### config.mk
export PLATFORM = sky130hd
export DESIGN_NAME = odometry_dead_reckoning_unit
export DESIGN_NICKNAME = d
export VERILOG_FILES = /design/src/hw/rtl/odr_pkg.sv /design/src/hw/rtl/odr_serial_mult.sv /design/src/hw/rtl/odr_cordic.sv /design/src/hw/rtl/odometry_dead_reckoning_unit.sv
export SDC_FILE = /design/constraint.sdc
export NUM_CORES = 2
export LEC_CHECK = 0
export ABC_CLOCK_PERIOD_IN_PS = 10140
export BUFFER_PORTS_ARGS = -buffer_cell sky130_fd_sc_hd__buf_4
export CAP_MARGIN = 5
export CORE_AREA = 2 2 306 430
export CTS_BUF_LIST = sky130_fd_sc_hd__clkbuf_4 sky130_fd_sc_hd__clkbuf_8
export DETAILED_ROUTE_END_ITERATION = 6
export DIE_AREA = 0 0 308 432
export PLACE_DENSITY_LB_ADDON = 0.15
export SYNTH_ARGS = -nofsm -noshare
export SYNTH_HDL_FRONTEND = slang
export SYNTH_HIERARCHICAL = 1
export SYNTH_SLANG_ARGS = --single-unit
### constraint.sdc
create_clock -name i_clk -period 10.14 [get_ports i_clk]
set_clock_uncertainty 0.2 [all_clocks]
set_input_delay 2.535 -clock i_clk [delete_from_list [all_inputs] [get_ports i_clk]]
set_output_delay 2.535 -clock i_clk [all_outputs]
set_load 0.03 [all_outputs]
### src/hw/rtl/odr_pkg.sv
// ----------------------------------------------------------------------------
// odr_pkg: shared definitions for the odometry dead reckoning unit
// Widths, CORDIC constants, arctangent table and register indexes.
// ----------------------------------------------------------------------------
package odr_pkg;

    localparam int CORDIC_STEPS = 16;
    localparam int ATAN_LEN     = 24;
    localparam int CORDIC_ITERS = (CORDIC_STEPS < ATAN_LEN) ? CORDIC_STEPS : ATAN_LEN;
    localparam int CORDIC_IW    = $clog2(CORDIC_ITERS);

    // CORDIC datapath width (x, y, z)
    localparam int CW = 33;
    localparam logic signed [CW-1:0] INV_GAIN_Q30 = 33'sd652032874;
    localparam logic signed [CW-1:0] QUARTER_TURN = 33'sd1073741824;
    localparam logic signed [CW-1:0] HALF_TURN    = 33'sd2147483648;

    // serial multiplier operand widths
    localparam int MUL_AW = 36;
    localparam int MUL_BW = 33;
    localparam int MUL_PW = MUL_AW + MUL_BW;
    localparam int MUL_CW = $clog2(MUL_BW);

    // configuration register indexes
    localparam logic [7:0] CFG_PULSE_MAX      = 8'd0;
    localparam logic [7:0] CFG_WRAP_THRESHOLD = 8'd1;
    localparam logic [7:0] CFG_REVERSE_WINDOW = 8'd2;
    localparam logic [7:0] CFG_DIST_PER_PULSE = 8'd3;

    localparam logic [15:0] HEADING_INIT = 16'd16384;

    // arctangent of 2^-idx as a 32-bit binary angle
    function automatic logic signed [CW-1:0] atan_val(input logic [4:0] idx);
        logic signed [CW-1:0] v;
        unique case (idx)
            5'd0:  v = 33'sh020000000;
            5'd1:  v = 33'sh012E4051E;
            5'd2:  v = 33'sh009FB385B;
            5'd3:  v = 33'sh0051111D4;
            5'd4:  v = 33'sh0028B0D43;
            5'd5:  v = 33'sh00145D7E1;
            5'd6:  v = 33'sh000A2F61E;
            5'd7:  v = 33'sh000517C55;
            5'd8:  v = 33'sh00028BE53;
            5'd9:  v = 33'sh000145F2F;
            5'd10: v = 33'sh0000A2F98;
            5'd11: v = 33'sh0000517CC;
            5'd12: v = 33'sh000028BE6;
            5'd13: v = 33'sh0000145F3;
            5'd14: v = 33'sh00000A2FA;
            5'd15: v = 33'sh00000517D;
            5'd16: v = 33'sh0000028BE;
            5'd17: v = 33'sh00000145F;
            5'd18: v = 33'sh000000A30;
            5'd19: v = 33'sh000000518;
            5'd20: v = 33'sh00000028C;
            5'd21: v = 33'sh000000146;
            5'd22: v = 33'sh0000000A3;
            5'd23: v = 33'sh000000051;
            default: v = '0;
        endcase
        return v;
    endfunction

    // binary angle read as a value in (-32768, 32768]
    function automatic logic signed [16:0] angle_val(input logic [15:0] a);
        logic signed [16:0] v;
        if (a == 16'h8000) begin
            v = 17'sd32768;
        end else begin
            v = {a[15], a};
        end
        return v;
    endfunction

endpackage

### src/hw/rtl/odr_serial_mult.sv
// ----------------------------------------------------------------------------
// odr_serial_mult: bit-serial signed multiplier
// Consumes one multiplier bit per cycle; the final bit carries negative weight.
// ----------------------------------------------------------------------------
module odr_serial_mult import odr_pkg::*; (
    input  logic                     i_clk,
    input  logic                     i_rst_n,
    input  logic                     i_start,
    input  logic signed [MUL_AW-1:0] i_a,
    input  logic signed [MUL_BW-1:0] i_b,
    output logic                     o_busy,
    output logic signed [MUL_PW-1:0] o_prod
);

    logic signed [MUL_AW-1:0] r_a;
    logic signed [MUL_AW+1:0] r_hi;
    logic        [MUL_BW-1:0] r_lo;
    logic        [MUL_CW-1:0] r_cnt;
    logic                     r_busy;

    logic                     last;
    logic signed [MUL_AW+1:0] addend;
    logic signed [MUL_AW+1:0] sum;
    logic signed [MUL_AW+1:0] n_hi;
    logic        [MUL_BW-1:0] n_lo;

    always_comb begin
        last   = (r_cnt == MUL_CW'(MUL_BW - 1));
        addend = '0;
        if (r_lo[0]) begin
            addend = last ? -(MUL_AW+2)'(r_a) : (MUL_AW+2)'(r_a);
        end
        sum  = r_hi + addend;
        n_hi = sum >>> 1;
        n_lo = {sum[0], r_lo[MUL_BW-1:1]};
    end

    always_ff @(posedge i_clk) begin
        if (!i_rst_n) begin
            r_busy <= 1'b0;
            r_cnt  <= '0;
        end else if (i_start) begin
            r_busy <= 1'b1;
            r_cnt  <= '0;
            r_a    <= i_a;
            r_hi   <= '0;
            r_lo   <= i_b;
        end else if (r_busy) begin
            r_hi  <= n_hi;
            r_lo  <= n_lo;
            r_cnt <= r_cnt + 1'b1;
            if (last) begin
                r_busy <= 1'b0;
            end
        end
    end

    assign o_busy = r_busy;
    assign o_prod = {r_hi[MUL_AW-1:0], r_lo};

endmodule

### src/hw/rtl/odr_cordic.sv
// ----------------------------------------------------------------------------
// odr_cordic: iterative rotation-mode CORDIC
// Folds the angle into the right half plane, then one rotation per cycle.
// ----------------------------------------------------------------------------
module odr_cordic import odr_pkg::*; (
    input  logic                 i_clk,
    input  logic                 i_rst_n,
    input  logic                 i_start,
    input  logic [31:0]          i_angle,
    output logic                 o_busy,
    output logic signed [CW-1:0] o_cos,
    output logic signed [CW-1:0] o_sin
);

    logic signed [CW-1:0]    r_x;
    logic signed [CW-1:0]    r_y;
    logic signed [CW-1:0]    r_z;
    logic                    r_neg;
    logic [CORDIC_IW-1:0]    r_i;
    logic                    r_busy;

    logic signed [CW-1:0] z0;
    logic signed [CW-1:0] zf;
    logic                 negf;
    logic signed [CW-1:0] dx;
    logic signed [CW-1:0] dy;
    logic signed [CW-1:0] at;

    always_comb begin
        z0   = {i_angle[31], i_angle};
        zf   = z0;
        negf = 1'b0;
        if (z0 > QUARTER_TURN) begin
            zf   = z0 - HALF_TURN;
            negf = 1'b1;
        end else if (z0 < -QUARTER_TURN) begin
            zf   = z0 + HALF_TURN;
            negf = 1'b1;
        end
        dx = r_y >>> r_i;
        dy = r_x >>> r_i;
        at = atan_val(5'(r_i));
    end

    always_ff @(posedge i_clk) begin
        if (!i_rst_n) begin
            r_busy <= 1'b0;
            r_i    <= '0;
        end else if (i_start) begin
            r_busy <= 1'b1;
            r_i    <= '0;
            r_x    <= INV_GAIN_Q30;
            r_y    <= '0;
            r_z    <= zf;
            r_neg  <= negf;
        end else if (r_busy) begin
            if (!r_z[CW-1]) begin
                r_x <= r_x - dx;
                r_y <= r_y + dy;
                r_z <= r_z - at;
            end else begin
                r_x <= r_x + dx;
                r_y <= r_y - dy;
                r_z <= r_z + at;
            end
            r_i <= r_i + 1'b1;
            if (r_i == CORDIC_IW'(CORDIC_ITERS - 1)) begin
                r_busy <= 1'b0;
            end
        end
    end

    assign o_busy = r_busy;
    assign o_cos  = r_neg ? -r_x : r_x;
    assign o_sin  = r_neg ? -r_y : r_y;

endmodule

### src/hw/rtl/odometry_dead_reckoning_unit.sv
// ----------------------------------------------------------------------------
// odometry_dead_reckoning_unit: encoder plus compass pose tracker
// Midpoint-heading dead reckoning with CORDIC and a bit-serial multiplier.
// ----------------------------------------------------------------------------
// Usage:
//   Input channel (i_in_valid / o_in_stall) carries one encoder count, yaw and
//   timestamp per transfer. Output channel (o_out_valid / i_out_stall) returns
//   exactly one pose per input transfer, in order.
//   The first reading after reset only captures the count and yaw offset and
//   returns a pose with pose_valid = 0. For every later reading the
//   bit-serial multiplier runs three times (distance, x step, y step); the
//   16-step CORDIC runs alongside the first multiply. One reading is in work
//   at a time. The finished pose sits in an output register, so a new
//   reading is taken while the previous pose still waits for the receiver.
//   When the receiver stalls with the output register full, the block holds
//   the completed pose internally and keeps o_in_stall high until the
//   register frees up.
//   Configuration writes (i_cfg_valid / o_cfg_ready, always ready) are taken
//   any cycle; write only while the block is idle.
//   Synchronous active-low reset clears the pose, the start flag and restores
//   the register defaults.
// ----------------------------------------------------------------------------
module odometry_dead_reckoning_unit import odr_pkg::*; (
    input  logic               i_clk,
    input  logic               i_rst_n,
    input  logic               i_in_valid,
    output logic               o_in_stall,
    input  logic [15:0]        i_encoder_count,
    input  logic signed [15:0] i_yaw_angle,
    input  logic [31:0]        i_sample_time,
    output logic               o_out_valid,
    input  logic               i_out_stall,
    output logic               o_pose_valid,
    output logic signed [47:0] o_pos_x,
    output logic signed [47:0] o_pos_y,
    output logic signed [15:0] o_heading,
    output logic [31:0]        o_pose_time,
    input  logic               i_cfg_valid,
    output logic               o_cfg_ready,
    input  logic [7:0]         i_cfg_index,
    input  logic [31:0]        i_cfg_data
);

    typedef enum logic [3:0] {
        S_IDLE, S_PREP, S_LAUNCH, S_WAIT_D, S_LAUNCH_X, S_WAIT_X,
        S_LAUNCH_Y, S_WAIT_Y, S_DONE
    } t_state;

    t_state r_state;

    // configuration
    logic [16:0] r_pulse_max;
    logic [15:0] r_wrap_threshold;
    logic [15:0] r_reverse_window;
    logic [31:0] r_dist_per_pulse;

    // tracking state
    logic               r_started;
    logic [15:0]        r_prev_count;
    logic [15:0]        r_yaw_offset;
    logic [15:0]        r_prev_heading;
    logic signed [47:0] r_acc_x;
    logic signed [47:0] r_acc_y;

    // per-reading work registers
    logic [15:0]        r_cnt;
    logic [15:0]        r_yaw;
    logic [31:0]        r_time;
    logic [15:0]        r_hdg;
    logic signed [18:0] r_d;
    logic signed [35:0] r_dist;
    logic signed [25:0] r_c24;
    logic signed [25:0] r_s24;
    logic               r_res_pv;

    // output register
    logic               r_out_valid;
    logic               r_o_pose_valid;
    logic signed [47:0] r_o_pos_x;
    logic signed [47:0] r_o_pos_y;
    logic [15:0]        r_o_heading;
    logic [31:0]        r_o_pose_time;

    // shared units
    logic                     mul_start;
    logic signed [MUL_AW-1:0] mul_a;
    logic signed [MUL_BW-1:0] mul_b;
    logic                     mul_busy;
    logic signed [MUL_PW-1:0] mul_prod;
    logic                     cor_start;
    logic [31:0]              cor_angle;
    logic                     cor_busy;
    logic signed [CW-1:0]     cor_cos;
    logic signed [CW-1:0]     cor_sin;

    logic               in_xfer;
    logic               out_load;
    logic signed [18:0] d0;
    logic signed [18:0] n_d;
    logic [15:0]        n_hdg;
    logic signed [17:0] ang_sum;
    logic signed [44:0] step;
    logic signed [47:0] acc_sel;
    logic signed [48:0] acc_sum;
    logic signed [47:0] n_acc;

    assign in_xfer  = i_in_valid && !o_in_stall;
    assign out_load = (r_state == S_DONE) && (!r_out_valid || !i_out_stall);

    // heading and count delta unwrap
    always_comb begin
        n_hdg = r_yaw - r_yaw_offset + HEADING_INIT;
        d0    = $signed({3'b000, r_cnt}) - $signed({3'b000, r_prev_count});
        n_d   = d0;
        if (d0 > $signed({3'b000, r_wrap_threshold})) begin
            n_d = d0 - $signed({2'b00, r_pulse_max});
        end else if (d0 < -$signed({3'b000, r_wrap_threshold})) begin
            n_d = d0 + $signed({2'b00, r_pulse_max});
        end else if (d0[18] && (d0 > -$signed({3'b000, r_reverse_window}))) begin
            // short backward move: travel forward on the flipped heading
            n_d   = -d0;
            n_hdg = n_hdg + 16'h8000;
        end
    end

    // midpoint angle: exact sum of both headings scaled to a 32-bit turn
    always_comb begin
        ang_sum   = 18'(angle_val(r_hdg)) + 18'(angle_val(r_prev_heading));
        cor_angle = {ang_sum[16:0], 15'b0};
    end

    // unit launches and saturating accumulate
    always_comb begin
        mul_start = 1'b0;
        mul_a     = r_dist;
        mul_b     = MUL_BW'(r_c24);
        cor_start = 1'b0;
        unique case (r_state)
            S_LAUNCH: begin
                mul_start = 1'b1;
                cor_start = 1'b1;
                mul_a     = MUL_AW'(r_d);
                mul_b     = {1'b0, r_dist_per_pulse};
            end
            S_LAUNCH_X: begin
                mul_start = 1'b1;
                mul_b     = MUL_BW'(r_c24);
            end
            S_LAUNCH_Y: begin
                mul_start = 1'b1;
                mul_b     = MUL_BW'(r_s24);
            end
            default: begin
            end
        endcase

        step    = mul_prod[68:24];
        acc_sel = (r_state == S_WAIT_Y) ? r_acc_y : r_acc_x;
        acc_sum = 49'(acc_sel) + 49'(step);
        n_acc   = acc_sum[47:0];
        if (acc_sum[48] != acc_sum[47]) begin
            n_acc = acc_sum[48] ? {1'b1, 47'b0} : {1'b0, {47{1'b1}}};
        end
    end

    always_ff @(posedge i_clk) begin
        if (!i_rst_n) begin
            r_state          <= S_IDLE;
            r_pulse_max      <= 17'd65536;
            r_wrap_threshold <= 16'd29000;
            r_reverse_window <= 16'd1000;
            r_dist_per_pulse <= 32'd65536;
            r_started        <= 1'b0;
            r_prev_count     <= '0;
            r_yaw_offset     <= '0;
            r_prev_heading   <= '0;
            r_acc_x          <= '0;
            r_acc_y          <= '0;
            r_out_valid      <= 1'b0;
        end else begin
            if (i_cfg_valid) begin
                unique case (i_cfg_index)
                    CFG_PULSE_MAX:      r_pulse_max      <= i_cfg_data[16:0];
                    CFG_WRAP_THRESHOLD: r_wrap_threshold <= i_cfg_data[15:0];
                    CFG_REVERSE_WINDOW: r_reverse_window <= i_cfg_data[15:0];
                    CFG_DIST_PER_PULSE: r_dist_per_pulse <= i_cfg_data;
                    default: begin
                    end
                endcase
            end

            if (out_load) begin
                r_out_valid <= 1'b1;
            end else if (!i_out_stall) begin
                r_out_valid <= 1'b0;
            end

            unique case (r_state)
                S_IDLE: begin
                    if (in_xfer) begin
                        r_cnt  <= i_encoder_count;
                        r_yaw  <= i_yaw_angle;
                        r_time <= i_sample_time;
                        if (!r_started) begin
                            // first reading: capture reference, no motion
                            r_prev_count   <= i_encoder_count;
                            r_yaw_offset   <= i_yaw_angle;
                            r_prev_heading <= HEADING_INIT;
                            r_started      <= 1'b1;
                            r_hdg          <= HEADING_INIT;
                            r_res_pv       <= 1'b0;
                            r_state        <= S_DONE;
                        end else begin
                            r_state <= S_PREP;
                        end
                    end
                end
                S_PREP: begin
                    r_hdg    <= n_hdg;
                    r_d      <= n_d;
                    r_res_pv <= 1'b1;
                    r_state  <= S_LAUNCH;
                end
                S_LAUNCH: begin
                    r_state <= S_WAIT_D;
                end
                S_WAIT_D: begin
                    if (!mul_busy && !cor_busy) begin
                        r_dist  <= mul_prod[51:16];
                        r_c24   <= cor_cos[31:6];
                        r_s24   <= cor_sin[31:6];
                        r_state <= S_LAUNCH_X;
                    end
                end
                S_LAUNCH_X: begin
                    r_state <= S_WAIT_X;
                end
                S_WAIT_X: begin
                    if (!mul_busy) begin
                        r_acc_x <= n_acc;
                        r_state <= S_LAUNCH_Y;
                    end
                end
                S_LAUNCH_Y: begin
                    r_state <= S_WAIT_Y;
                end
                S_WAIT_Y: begin
                    if (!mul_busy) begin
                        r_acc_y        <= n_acc;
                        r_prev_heading <= r_hdg;
                        r_prev_count   <= r_cnt;
                        r_state        <= S_DONE;
                    end
                end
                S_DONE: begin
                    if (out_load) begin
                        r_state <= S_IDLE;
                    end
                end
                default: r_state <= S_IDLE;
            endcase
        end
    end

    // output register payload
    always_ff @(posedge i_clk) begin
        if (out_load) begin
            r_o_pose_valid <= r_res_pv;
            r_o_pos_x      <= r_acc_x;
            r_o_pos_y      <= r_acc_y;
            r_o_heading    <= r_hdg;
            r_o_pose_time  <= r_time;
        end
    end

    odr_serial_mult u_mult (
        .i_clk   (i_clk),
        .i_rst_n (i_rst_n),
        .i_start (mul_start),
        .i_a     (mul_a),
        .i_b     (mul_b),
        .o_busy  (mul_busy),
        .o_prod  (mul_prod)
    );

    odr_cordic u_cordic (
        .i_clk   (i_clk),
        .i_rst_n (i_rst_n),
        .i_start (cor_start),
        .i_angle (cor_angle),
        .o_busy  (cor_busy),
        .o_cos   (cor_cos),
        .o_sin   (cor_sin)
    );

    assign o_in_stall   = (r_state != S_IDLE);
    assign o_cfg_ready  = 1'b1;
    assign o_out_valid  = r_out_valid;
    assign o_pose_valid = r_o_pose_valid;
    assign o_pos_x      = r_o_pos_x;
    assign o_pos_y      = r_o_pos_y;
    assign o_heading    = r_o_heading;
    assign o_pose_time  = r_o_pose_time;

    // launch a unit only when it is free
    a_mul_free: assert property (@(posedge i_clk) disable iff (!i_rst_n)
        mul_start |-> !mul_busy)
        else $error("multiplier launched while busy");

    a_cor_free: assert property (@(posedge i_clk) disable iff (!i_rst_n)
        cor_start |-> !cor_busy)
        else $error("cordic launched while busy");

    // a reading taken before the block has started yields an initializing pose
    a_init_pose: assert property (@(posedge i_clk) disable iff (!i_rst_n)
        (in_xfer && !r_started) |=> (r_state == S_DONE) && !r_res_pv)
        else $error("first reading not handled as initialization");

    // a transfer on the input never happens while a reading is in work
    a_one_item: assert property (@(posedge i_clk) disable iff (!i_rst_n)
        in_xfer |=> o_in_stall)
        else $error("input taken while a reading is in work");

endmodule
======== Word level (Yosys, flattened, before mapping) ========
Memories as Yosys holds them, arrays and structs flattened. A register that Yosys moved wholly into a read port is not among the register bits.
Cells that the tools add are included.
cells by class
  reduce and logical (&&, ||, !) cells .... 38
  bitwise gates (word level) .............. 3
  multiplexer cells ....................... 61
  order comparisons ....................... 5
  add/subtract/negate cells ............... 25
  equality and inequality tests ........... 23
  shift-type cells ........................ 2
operators by type and width
  operator                                                                number
  33-bit two-way mux                                                      11
  16-bit two-way mux                                                      9
  48-bit two-way mux                                                      3
  38-bit two-way mux                                                      3
  33-bit adder                                                            3
  33-bit subtractor                                                       3
  16-bit one-hot mux with 2 select lines                                  3
  33-bit one-hot mux with 2 select lines                                  1
  33-bit by 4-bit >>> shifter with 33-bit output                          2
  32-bit two-way mux                                                      2
  32-bit negation                                                         2
  19-bit two-way mux                                                      3
  48-bit by 45-bit adder with 49-bit output                               1
  38-bit adder                                                            1
  16-bit negation with 19-bit output                                      2
  36-bit negation with 38-bit output                                      1
  36-bit two-way mux                                                      1
  4-bit one-hot mux with 9 select lines                                   1
  17-bit two-way mux                                                      2
  32-bit by 33-bit adder with 33-bit output, second input constant        1
  32-bit by 33-bit subtractor with 33-bit output, second input constant   1
  16-bit == test, second input constant                                   2
  32-bit > comparator, second input constant                              1
  32-bit by 31-bit < comparator with 1-bit output, second input constant  1
  other kinds (40)                                                        97
storage, ports and cells
  flip-flop bits (word level) ............. 783
  memories ................................ 1
  bits in read-only memories .............. 480
  word-level logic and storage cells ...... 195
  input bits .............................. 109
memories
  name              depth  bits a word  rd ports  clocked after memory_dff  write ports  line           text
  (name not given)  16     30           1         1                         0            odr_pkg.sv:35  unique case (idx)

======== Depth between registers and ports, before layout ========
  depth after elaboration ................. 7
  depth in mapped cells ................... 29
  gate-level depth less buffers ........... 24

======== Hierarchy ========
Netlist, hierarchy kept.
by module, submodules not included
  module                        area each (um^2)  times used  cells an instance
  odometry_dead_reckoning_unit  29,733.5          1           2,948
  odr_cordic                    16,779.8          1           1,987
  odr_serial_mult               7,420.9           1           701

======== Worst setup path after synthesis ========
No wires, ideal clock.
  path type ............................... input to register
  start point ............................. input i_out_stall
  end point ............................... register r_o_heading[0], in the netlist o_heading[0], enable pin
  path buffers ............................ 0
  stages on the path ...................... 1
  data required time ...................... 9.243 ns
  arrival time ............................ 9.528 ns
  path slack .............................. -0.285 ns
  cell sequence ........................... a21oi_1
between the ends
  word-level cells in the longest chain between the ends .. 3
RTL lines
  element               line                                 text
  start, declared       odometry_dead_reckoning_unit.sv:32   input logic i_out_stall,
  1-bit logical NOT     -
  1-bit logical OR      odometry_dead_reckoning_unit.sv:108  assign out_load = (r_state == S_DONE) && (!r_out_valid || !i_out_stall);
  1-bit logical AND     odometry_dead_reckoning_unit.sv:108
  end signal, assigned  odometry_dead_reckoning_unit.sv:271  r_o_heading <= r_hdg;
  end, declared         odometry_dead_reckoning_unit.sv:81   logic [15:0] r_o_heading;
Every way passes these cells.
A chain may end at the register's enable or synchronous reset.

======== Worst setup path in the final report ========
  start point ............................. register u_cordic.r_i[1]
  end point ............................... register u_cordic.r_x[28], data pin
between the ends
  word-level cells in the longest chain between the ends .. 4
  elaborated cells between the ends (all ways) .. 5
RTL lines
  element                                             line                                text
  start, declared                                     odr_cordic.sv:19                    logic [CORDIC_IW-1:0] r_i;
  start signal, assigned                              odr_cordic.sv:66                    r_i <= r_i + 1'b1;
  33-bit by 4-bit >>> shifter with 33-bit output (*)  odr_cordic.sv:40                    dx = r_y >>> r_i;
  33-bit subtractor or 33-bit adder (tied branches)   odr_cordic.sv:58, odr_cordic.sv:62
  33-bit two-way mux (*)                              odr_cordic.sv:57                    if (!r_z[CW-1]) begin
  33-bit two-way mux (*)                              odr_cordic.sv:56                    end else if (r_busy) begin
  end signal, assigned                                odr_cordic.sv:58                    r_x <= r_x - dx;
  end signal, assigned                                odr_cordic.sv:62                    r_x <= r_x + dx;
  end, declared                                       odr_cordic.sv:15                    logic signed [CW-1:0] r_x;
Mark *: on every way between the ends. The rest lies on a longest branch, timed or not. The select of a mux whose other input is x is not followed.

==> run_results.csv <==
group,metric,value,unit
run_status,status,"complete, no violations",
worst_setup_path,setup.worst_path.end,"u_cordic/r_x[28]$_SDFFCE_PP0P_",
grt,overflow,0,
clock_tree,post_cts_hold_buffer_count,0,
logic_synthesis,yosys_warnings,6,
worst_setup_path,critical_path_startpoint,"u_cordic/r_i[1]$_SDFFE_PP0P_",
drt,post_drt_via_cell_ratio,5.629,
clock_tree,cts_root_buffer,"sky130_fd_sc_hd__clkbuf_8",
grt,grt.met1_usage,27.70,%
drt,detail_route_antenna_nets,0,
placed_design,post-dp-hpwl,115.4,mm
pwr,power_density,256.5,nW/um^2
worst_setup_path,setup.reg_to_reg.worst_slack,3.46,ns
drt,routedWlPerCell,20.87,um
worst_setup_path,crit-reg2reg-launch,"u_cordic/r_i[1]$_SDFFE_PP0P_",
worst_setup_path,r2r_end,"u_cordic/r_x[28]$_SDFFCE_PP0P_",
die,core.rowCount,157,
clock_tree,h-tree-depth,4,
worst_setup_path,cpPeakStageDelay,0.80,ns
cells_and_area,area_growth,11.50,%
worst_setup_path,critical_path.most_common_cell,"sky130_fd_sc_hd__a21oi_1",
worst_setup_path,cp-end-kind,"flip-flop",
sta,hold_viol,0,
sta,timing.final.crit_share,65.87,%
die,io_pins,257,
drt,first_iter_violations,2831,
cells_and_area,final_area,59920,sq um
die,die_y,432,um
grt,grtUsageMet2,41.60,%
placed_design,gp_routability_congestion,0.9338,
worst_setup_path,worst-path-buf-inv,2,
clock_tree,tritoncts,"yes",
worst_setup_path,setup.worst_path.start_class,"flip-flop",
pwr,p_leak,0.02361,uW
placed_design,port_buffers,255,
die,initial_core_util,41.45,%
grt,vias_in_the_first_global_route,41901,
drt,drc_errors,0,
drt,detailroute.via_count,42480,
grt,groute.layer.met3.usage,3.817,%
clock_tree,cts_sink_count,812,
grt,most_crowded_layer_after_global_routing,"met2",
cells_and_area,drive_above_1_share,14.38,%
worst_setup_path,crit_family,"compound AO/OA/AOI/OAI gates",
sta,clock.fmax,0.1497,GHz
grt,grt_max_degree,91,
grt,first_pass_grt_wire_length,240.7,mm
drt,wirelength,157.5,mm
grt,antenna_found_initial,7,
clock_tree,cts_resized,0,
sta,final.min_clock_period,6.680,ns
sta,timing.max_slew.rel_slack,21.81,%
worst_setup_path,data_arrival_at_the_endpoint_of_the_critical_path,7.08,ns
worst_setup_path,critical_path_required,10.54,ns
logic_synthesis,netlist_area,53750,sq um
worst_setup_path,worst-path-max-fanout,50,
clock_tree,cts_buffer_depth,3,
pwr,max-vdd-ir-drop,0.1409,mV
clock_tree,clk_transition_reported_paths,0.06,ns
sta,worst_slew_pin_slew,1.169,ns
worst_setup_path,critical_path.slowest_cell,"sky130_fd_sc_hd__dfxtp_4",
cells_and_area,final.fill_count,12471,
worst_setup_path,setup.worst_path.class,"flip-flop to flip-flop",
die,core_area,129600,sq um
logic_synthesis,synth_cells,5608,
drt,dr.pass1.iters,7,
sta,fin_tns_setup,0,ns
grt,grt.total_usage,23.21,%
clock_tree,cts_made_buffers,140,
flow_run,drv.max_cap_violation_count,0,
logic_synthesis,synthesis.area_per_instance,9.584,sq um
clock_tree,post_cts_buffers,0,
placed_design,placed_area,56890,sq um
sta,maxSlewViolCount,0,
worst_setup_path,reg2reg_depth,21,
sta,rsz0062_at_grt,"false",
die,dieArea,133100,sq um
die,die_w,308,um
sta,setup-violations-final,0,
worst_setup_path,worst-path-stages,21,
worst_setup_path,crit_path_cell_trace,"buf_4 > mux4_2 > mux2_2 > nor2_1 > a21oi_1 > inv_1 > ha_1 > o2111a_1 > a21oi_1 > xnor2_1 > ha_1 > a21oi_1 > o211ai_1 > a21bo_2 > o22ai_1 > o31ai_1 > a211o_1 > a2111oi_0 > nor3_1 > xnor2_1 > nor2_1",
clock_tree,clk-insertion-delay-late,0.91,ns
min_path,hold_class,"flip-flop to flip-flop",
cells_and_area,nNetsFinal,6218,
[layout make-up]
class | instances | area (sq um) | share of cell area [%]
Multi-Input combinational cell | 4308 | 30100 | 50.23
Antenna cell | 2 | 5.005 | 0.008352
Clock buffer | 211 | 2597 | 4.335
Inverter | 184 | 693.2 | 1.157
Timing Repair Buffer | 313 | 2354 | 3.928
Tap cell | 1669 | 2088 | 3.485
Sequential cell | 812 | 21660 | 36.15
Clock inverter | 48 | 426.7 | 0.7120
[per-stage QoR]
stage | hold WS (ns) | utilization (%) | worst slack [ns] | instances | total power [uW]
global route | 0.2260 | 46.22 | 2.928 | 7547 | 16500
floorplan | 0.2003 | - | 3.001 | 5637 | 10250
global placement | 0.2002 | 43.88 | 3.552 | 7286 | 12070
detailed placement | 0.2045 | 43.88 | 3.491 | 7286 | 12140
finish | 0.2167 | 46.22 | 3.460 | 7547 | 15370
CTS | 0.2176 | 46.22 | 3.490 | 7545 | 15470
[state kept, by name (all words and copies together) (netlist names), 17 cells and up]
register and count:
o_pos_x 48, o_pos_y 48, r_acc_x 48, r_acc_y 48
u_mult/r_hi 37, r_dist 36, u_mult/r_a 36, u_cordic/r_x 33
u_cordic/r_y 33, u_cordic/r_z 33, u_mult/r_lo 33, o_pose_time 32
r_dist_per_pulse 32, r_time 32, u_cordic/at 30, r_c24 26
r_s24 26, r_d 19, r_pulse_max 17
[how the worst min path moves through the flow]
stage	startpoint	to	slack, ns	depth (start not counted)
2_1_floorplan	r_time[0]$_DFFE_PP_	o_pose_time[0]$_DFFE_PP_	0.20	0
3_3_place_gp	r_time[22]$_DFFE_PP_	o_pose_time[22]$_DFFE_PP_	0.20	0
3_5_place_dp	r_time[29]$_DFFE_PP_	o_pose_time[29]$_DFFE_PP_	0.20	0
4_1_cts	r_time[20]$_DFFE_PP_	o_pose_time[20]$_DFFE_PP_	0.22	0
5_1_grt	r_time[29]$_DFFE_PP_	o_pose_time[29]$_DFFE_PP_	0.23	0
6_report	r_time[20]$_DFFE_PP_	o_pose_time[20]$_DFFE_PP_	0.22	0
[cell usage in the layout, fill, tap and decap left out, types with 29 or more instances in the layout]
cell type and n:
sky130_fd_sc_hd__nand2_1 638, sky130_fd_sc_hd__edfxtp_1 539, sky130_fd_sc_hd__nor2_1 432, sky130_fd_sc_hd__a21oi_1 341, sky130_fd_sc_hd__ha_1 340, sky130_fd_sc_hd__o21ai_0 325
sky130_fd_sc_hd__buf_4 312, sky130_fd_sc_hd__dfxtp_1 268, sky130_fd_sc_hd__xnor2_1 255, sky130_fd_sc_hd__inv_1 180, sky130_fd_sc_hd__mux2i_1 164, sky130_fd_sc_hd__clkbuf_8 162
sky130_fd_sc_hd__xor2_1 157, sky130_fd_sc_hd__mux2_2 136, sky130_fd_sc_hd__a21o_1 100, sky130_fd_sc_hd__a21boi_0 100, sky130_fd_sc_hd__nor3_1 97, sky130_fd_sc_hd__nand3_1 94
sky130_fd_sc_hd__nor2b_1 78, sky130_fd_sc_hd__nand2b_1 75, sky130_fd_sc_hd__and2_1 63, sky130_fd_sc_hd__nor4_1 50, sky130_fd_sc_hd__clkbuf_4 49, sky130_fd_sc_hd__a31oi_1 48
sky130_fd_sc_hd__o21a_1 46, sky130_fd_sc_hd__or3_1 46, sky130_fd_sc_hd__and3_1 45, sky130_fd_sc_hd__mux4_2 44, sky130_fd_sc_hd__o211ai_1 41, sky130_fd_sc_hd__nand4_1 39
sky130_fd_sc_hd__o21bai_1 37, sky130_fd_sc_hd__a211oi_1 36, sky130_fd_sc_hd__o31ai_1 34, sky130_fd_sc_hd__conb_1 31, sky130_fd_sc_hd__or2_2 29
[report_power, final]
part	internal (uW)	total, uW	switching, uW
clock network	1780	3240	1450
logic	2970	7370	4390
registers	4320	4770	446
total	9080	15400	6290
[layer usage]
layer | wire length (um) | share of wire (%)
met4 | 5272 | 3.3
met1 | 65280 | 41
met5 | 60 | 0.038
met2 | 79660 | 51
met3 | 7238 | 4.6
No activity file was read; power rests on OpenSTA's default activity.
